$ cat config.mk
export PLATFORM = sky130hd
export DESIGN_NAME = ppt_div
export DESIGN_NICKNAME = d
export VERILOG_FILES = /design/src/rtl/projective_point_transform_top_assert.svh /design/src/rtl/ppt_pkg.sv /design/src/rtl/ppt_div.sv
export SDC_FILE = /design/constraint.sdc
export NUM_CORES = 2
export LEC_CHECK = 0
export BUFFER_PORTS_ARGS = -buffer_cell sky130_fd_sc_hd__buf_2
export CAP_MARGIN = 5
export CORE_ASPECT_RATIO = 0.5
export CORE_MARGIN = 3
export CORE_UTILIZATION = 30
export CTS_BUF_LIST = sky130_fd_sc_hd__clkbuf_4
export CTS_CLUSTER_SIZE = 10
export DETAILED_ROUTE_END_ITERATION = 6
export GPL_TIMING_DRIVEN = 1
export PLACE_DENSITY = 0.49
export SLEW_MARGIN = 20
export SYNTH_ARGS = -nofsm -noshare
export SYNTH_HDL_FRONTEND = slang
export SYNTH_SLANG_ARGS = --single-unit
$ cat constraint.sdc
create_clock -name clk -period 4.57 [get_ports clk]
set_input_delay 0.914 -clock clk [delete_from_list [all_inputs] [get_ports clk]]
set_output_delay 0.914 -clock clk [all_outputs]
set_load 0.03 [all_outputs]
$ cat src/rtl/projective_point_transform_top_assert.svh
// assertion helpers for the projective point transform
`ifndef PROJECTIVE_POINT_TRANSFORM_TOP_ASSERT_SVH
`define PROJECTIVE_POINT_TRANSFORM_TOP_ASSERT_SVH

// same-cycle implication, off during reset
`define PPT_ASSERT_SAME(label, ante, cons, msg) \
  label: assert property (@(posedge clk) disable iff (rst) (ante) |-> (cons)) \
    else $error(msg);

// next-cycle implication, off during reset
`define PPT_ASSERT_NEXT(label, ante, cons, msg) \
  label: assert property (@(posedge clk) disable iff (rst) (ante) |=> (cons)) \
    else $error(msg);

// next-cycle implication that also watches reset itself
`define PPT_ASSERT_RESET(label, ante, cons, msg) \
  label: assert property (@(posedge clk) (ante) |=> (cons)) \
    else $error(msg);

`endif

$ cat src/rtl/ppt_pkg.sv
`default_nettype none
package ppt_pkg;

  localparam int COORD_W = 16;
  localparam int COEF_W  = 21;
  localparam int ROW_W   = 3 * COEF_W;
  localparam int LIMIT_W = 16;
  localparam int IDX_W   = 2;

  localparam int PROD_W  = COEF_W + COORD_W;      // one coefficient times one coordinate
  localparam int HOM_W   = PROD_W + 1;            // sum of three terms
  localparam int MAG_W   = HOM_W - 1;
  localparam int SQ_LO_W = 19;
  localparam int SQ_HI_W = MAG_W - SQ_LO_W;
  localparam int SQ_W    = 2 * MAG_W;
  localparam int TOTAL_W = SQ_W + 2;
  localparam int T2_W    = 2 * LIMIT_W;
  localparam int CHUNK_W = 26;
  localparam int PART_W  = CHUNK_W + T2_W;
  localparam int CMP_W   = TOTAL_W + T2_W;
  localparam int NUM_W   = HOM_W + 4;             // x times 16
  localparam int QUO_W   = COORD_W;

  localparam int DOT_LAT   = 2;
  localparam int DEPTH_LAT = 5;
  localparam int DIV_LAT   = QUO_W + 3;

  localparam logic [IDX_W-1:0] REG_ROW_TOP     = 2'd0;
  localparam logic [IDX_W-1:0] REG_ROW_MIDDLE  = 2'd1;
  localparam logic [IDX_W-1:0] REG_ROW_BOTTOM  = 2'd2;
  localparam logic [IDX_W-1:0] REG_DEPTH_LIMIT = 2'd3;

  typedef struct packed {
    logic signed [COORD_W-1:0] point_x;
    logic signed [COORD_W-1:0] point_y;
  } point_t;

  typedef struct packed {
    logic signed [COORD_W-1:0] mapped_col;
    logic signed [COORD_W-1:0] mapped_row;
    logic                      ok;
  } result_t;

  typedef struct packed {
    logic signed [HOM_W-1:0] hx;
    logic signed [HOM_W-1:0] hy;
    logic signed [HOM_W-1:0] hw;
  } hom_t;

endpackage
`default_nettype wire

$ cat src/rtl/ppt_div.sv
`default_nettype none
module ppt_div (
  input  wire                                 clk,
  input  wire                                 en,
  input  wire  signed [ppt_pkg::NUM_W-1:0]    num,
  input  wire  signed [ppt_pkg::HOM_W-1:0]    den,
  output logic signed [ppt_pkg::QUO_W-1:0]    quo
);

  localparam int NW    = ppt_pkg::NUM_W;
  localparam int DW    = ppt_pkg::HOM_W;
  localparam int QW    = ppt_pkg::QUO_W;
  localparam int REM_W = DW + QW;
  localparam logic [QW-1:0]        MIN_MAG = QW'(1) << (QW - 1);
  localparam logic [QW-1:0]        MAX_MAG = MIN_MAG - QW'(1);
  localparam logic signed [QW-1:0] SAT_MAX = $signed(MAX_MAG);
  localparam logic signed [QW-1:0] SAT_MIN = $signed(MIN_MAG);

  logic [NW-1:0] num_neg;
  logic [DW-1:0] den_neg;
  logic [NW-1:0] nmag0;
  logic [DW-1:0] dmag0;
  logic          sgn0;

  logic [NW-1:0] rem [QW+1];
  logic [DW-1:0] dm  [QW+1];
  logic [QW-1:0] q   [QW+1];
  logic          ng  [QW+1];
  logic          ov  [QW+1];

  assign num_neg = -num;
  assign den_neg = -den;

  always_ff @(posedge clk) begin
    if (en) begin
      nmag0 <= num[NW-1] ? num_neg : num;
      dmag0 <= den[DW-1] ? den_neg : den;
      sgn0  <= num[NW-1] ^ den[DW-1];
    end
  end

  // quotient too big for the 16 quotient bits
  always_ff @(posedge clk) begin
    if (en) begin
      rem[0] <= nmag0;
      dm[0]  <= dmag0;
      q[0]   <= '0;
      ng[0]  <= sgn0;
      ov[0]  <= REM_W'(nmag0) >= (REM_W'(dmag0) << QW);
    end
  end

  for (genvar j = 0; j < QW; j++) begin : g_step
    localparam int B = QW - 1 - j;
    logic [REM_W-1:0] trial;
    assign trial = REM_W'(dm[j]) << B;
    always_ff @(posedge clk) begin
      if (en) begin
        if (REM_W'(rem[j]) >= trial) begin
          rem[j+1] <= rem[j] - trial[NW-1:0];
          q[j+1]   <= q[j] | (QW'(1) << B);
        end else begin
          rem[j+1] <= rem[j];
          q[j+1]   <= q[j];
        end
        dm[j+1] <= dm[j];
        ng[j+1] <= ng[j];
        ov[j+1] <= ov[j];
      end
    end
  end

  always_ff @(posedge clk) begin
    if (en) begin
      if (ov[QW]) begin
        quo <= ng[QW] ? SAT_MIN : SAT_MAX;
      end else if (ng[QW]) begin
        quo <= (q[QW] > MIN_MAG) ? SAT_MIN : -$signed(q[QW]);
      end else begin
        quo <= (q[QW] > MAX_MAG) ? SAT_MAX : $signed(q[QW]);
      end
    end
  end

endmodule
`default_nettype wire

==> results_dict.tcl <==
set metrics [dict create \
    status "finished, final reports clean" \
    nNetsFinal 8550 \
    arrival_ps 5080 \
    rsz0062_at_grt "no" \
    fin_skew_ps 96.88 \
    path_class "reg -> reg" \
    r2r_end "rem[6][14]" \
    yosys.area_share.simple_pct 9.859 \
    clk_path_buf_depth 4 \
    synth.avg_cell_area_um2 11.40 \
    path_buf_inv 3 \
    max_freq_mhz 239.6 \
    hold_depth 0 \
    relSlewSlack_pct 27.44 \
    leakagePower_nw 38.19 \
    hp-start "dm[0][54]" \
    ios 98 \
    die_w_um 756.3 \
    grt_pass1_vias 55400 \
    slowest_stage "or4_1" \
    wl_per_cell_um 15.61 \
    synth_seq_area_share_pct 55.01 \
    yosysTopAreaCell "edfxtp_1" \
    synth_common_cells "edfxtp_1, inv_1, a21oi_1" \
    maxCapViolCount 0 \
    path_cells "inv_1 -> ha_1 -> inv_1 -> fa_1 -> a211oi_2 -> nor2_1 -> o31ai_2 -> a21oi_2 -> a21o_1 -> o41a_1 -> or4_1 -> a31oi_1 -> o21ai_4 -> buf_12 -> mux2_4" \
    drt_pass1_iterations 5 \
    grt_max_degree 171 \
    grt_pass1_wl_mm 297.0 \
    drc 0 \
    synth_area_leaders "edfxtp_1, ha_1, a21oi_1" \
    synth_fp_nets 8074 \
    setup_viol 0 \
    synth_top_area_share_pct 55.01 \
    setup_ws_ps 396.2 \
    synth_xor_area_share_pct 5.259 \
    synth_cells 7406 \
    r2r_cells 15 \
    die_h_um 381.2 \
    drv_slew 0 \
    cp_max_fo 33 \
    post-synth-top-count-cell "edfxtp_1" \
    nFillCells 28030 \
    ys.flop_type "edfxtp_1" \
    synth-edff-count 1547 \
    drt_iter0_drc 3266 \
    via_count 55040 \
    dieArea_mm2 0.2883 \
    grtUsageTotal_pct 12.69 \
    r2r_setup_slack_ps 400 \
    synth_top_family_by_area "compound AO/OA/AOI/OAI gates" \
    regToRegStartpoint "rem[5][10]" \
    p_per_area_mw_per_mm2 480.5 \
    cts_root_buffer "clkbuf_4" \
    core_area_mm2 0.2794 \
    critical_path.top_delay_family "compound AO/OA/AOI/OAI gates" \
    critPathMaxStageDelay_ps 530 \
    synthesis.area_mm2 0.08444 \
    final.setup.tns_ps 0 \
    routed_via_density 4.618 \
    total_power_mw 45.86 \
    drive_gt1_share_pct 12.36 \
    cts.sinks 1547 \
    rows 137 \
    synth_compound_gate_area_share_pct 14.42 \
    muxShareOfSynthArea_pct 2.417 \
    min_path_type "reg -> reg" \
    synthArstFlopShare_pct 0 \
    whs_endpoint "dm[0][92]" \
    ys_ff_latch 1547 \
    h-tree-depth 5 \
    startpoint_type "register" \
    start_util_pct 30.22 \
    yosysWarnings 0 \
    clk_pin_slew_worst_paths_ps 60 \
    overflow 0 \
    startpoint "rem[5][10]" \
    clock_latency_ps 1230 \
    required_ps 5470 \
    ant_nets 0 \
    dp_hpwl_mm 139.9 \
    setup.worst_path.end_class "register" \
    path_common_cell "inv_1" \
    ir_drop_v 0.0001802 \
    yosysUniqueCellTypes 97 \
    areaGrowthSynthToFinish_pct 13.05 \
    hold_viol_final 0 \
    antenna_found_initial 7 \
    cts_tree "built" \
    numPortBuffers 97 \
    routed_wl_mm 186.1 \
    worst_pin_slew_ps 1086 \
    globalplace.congestion 0.8767 \
    placed_area_mm2 0.08982 \
    fin_crit_ps 4174 \
    synthAdderAreaFrac_pct 8.816 \
    pre_cts_ws_ps 245.0 \
    period_share_pct 91.33 \
    numCtsBuffers 382 \
    fin_area_mm2 0.09546 \
]
stage by stage:
stage | std cells | util [%] | hold WS (ps)
floorplan | 7406 | - | 400.3
global placement | 11150 | 32.15 | 402.8
detailed placement | 11150 | 32.15 | 404.5
CTS | 11910 | 34.16 | 208.2
global route | 11920 | 34.17 | 311.7
finish | 11920 | 34.17 | 371.8
sequential cells by signal, summed over array words and instances, names as in the netlist:
register,cells
nmag0,42
rem,672
dmag0,38
q,136
sgn0,1
ov,17
dm,608
quo,16
ng,17
cell families after synthesis:
logic type / count (synthesis)
XOR/XNOR: 507
flip-flops: 1547
AND/OR/NAND/NOR: 1717
buffers and inverters: 930
adder cells (fa/ha/maj): 586
AO/OA/AOI/OAI: 1946
multiplexers: 173
how the worst max path moves through the flow:
stage / slack (ps) / cells after the start / endpoint
after global routing: 40 / 14 / rem[13][39]
after detailed placement: 240 / 14 / rem[13][41]
after CTS: 210 / 14 / rem[13][41]
after global placement: 310 / 14 / rem[13][41]
after floorplan: 820 / 15 / rem[6][13]
final: 400 / 15 / rem[6][14]
per-layer routing:
| layer | part of all wire [%] | track usage, % | wire length (µm) | up-vias |
|---|---|---|---|---|
| li1 | - | - | - | 28530 |
| met1 | 48 | 16.90 | 89300 | 25060 |
| met2 | 44 | 20.34 | 82790 | 1036 |
| met3 | 3.5 | 2.130 | 6507 | 409 |
| met4 | 4.0 | 5.553 | 7441 | 4 |
| met5 | 0.015 | 0 | 27 | - |
cell usage in the layout, fill, tap and decap left out, drive strengths merged, types with 40 or more instances in the layout:
cell type	n
edfxtp	1547
inv	731
a21oi	628
ha	571
clkbuf	533
nand2	495
nor2	476
o21ai	461
xnor2	317
a21o	296
buf	194
xor2	190
mux2	163
clkinv	121
nand4	109
dlygate4sd3	98
nand3	92
nor3	89
nor2b	80
o21a	77
nor4	75
nand2b	73
o21bai	61
o31ai	57
a31oi	55
and3	51
a211oi	40
report_power, final:
group / internal [mW] / total (mW) / switching [mW]
logic: 6.58 / 15.1 / 8.56
registers: 18.4 / 19.6 / 1.20
clock network: 5.61 / 11.1 / 5.50
total: 30.6 / 45.9 / 15.3
repair_timing:
item                                    CTS  global route
hold buffers                             98             0
buffers inserted                          0             0
endpoints found under the setup margin    0             1
endpoints found under the hold margin   109             0
resized for setup                         0             2
cell type report:
cell class / instances / area, µm² / share of cell area [%]
antenna: 3 / 7.507 / 0.007864
clock buffer: 533 / 4001 / 4.192
clock inverter: 130 / 640.6 / 0.6711
inverter: 730 / 2740 / 2.870
multi-input combinational: 4929 / 34510 / 36.15
sequential: 1547 / 46450 / 48.66
tap: 3753 / 4696 / 4.919
timing repair buffer: 292 / 2410 / 2.524
Note: power is estimated with default switching activity, not from simulation.
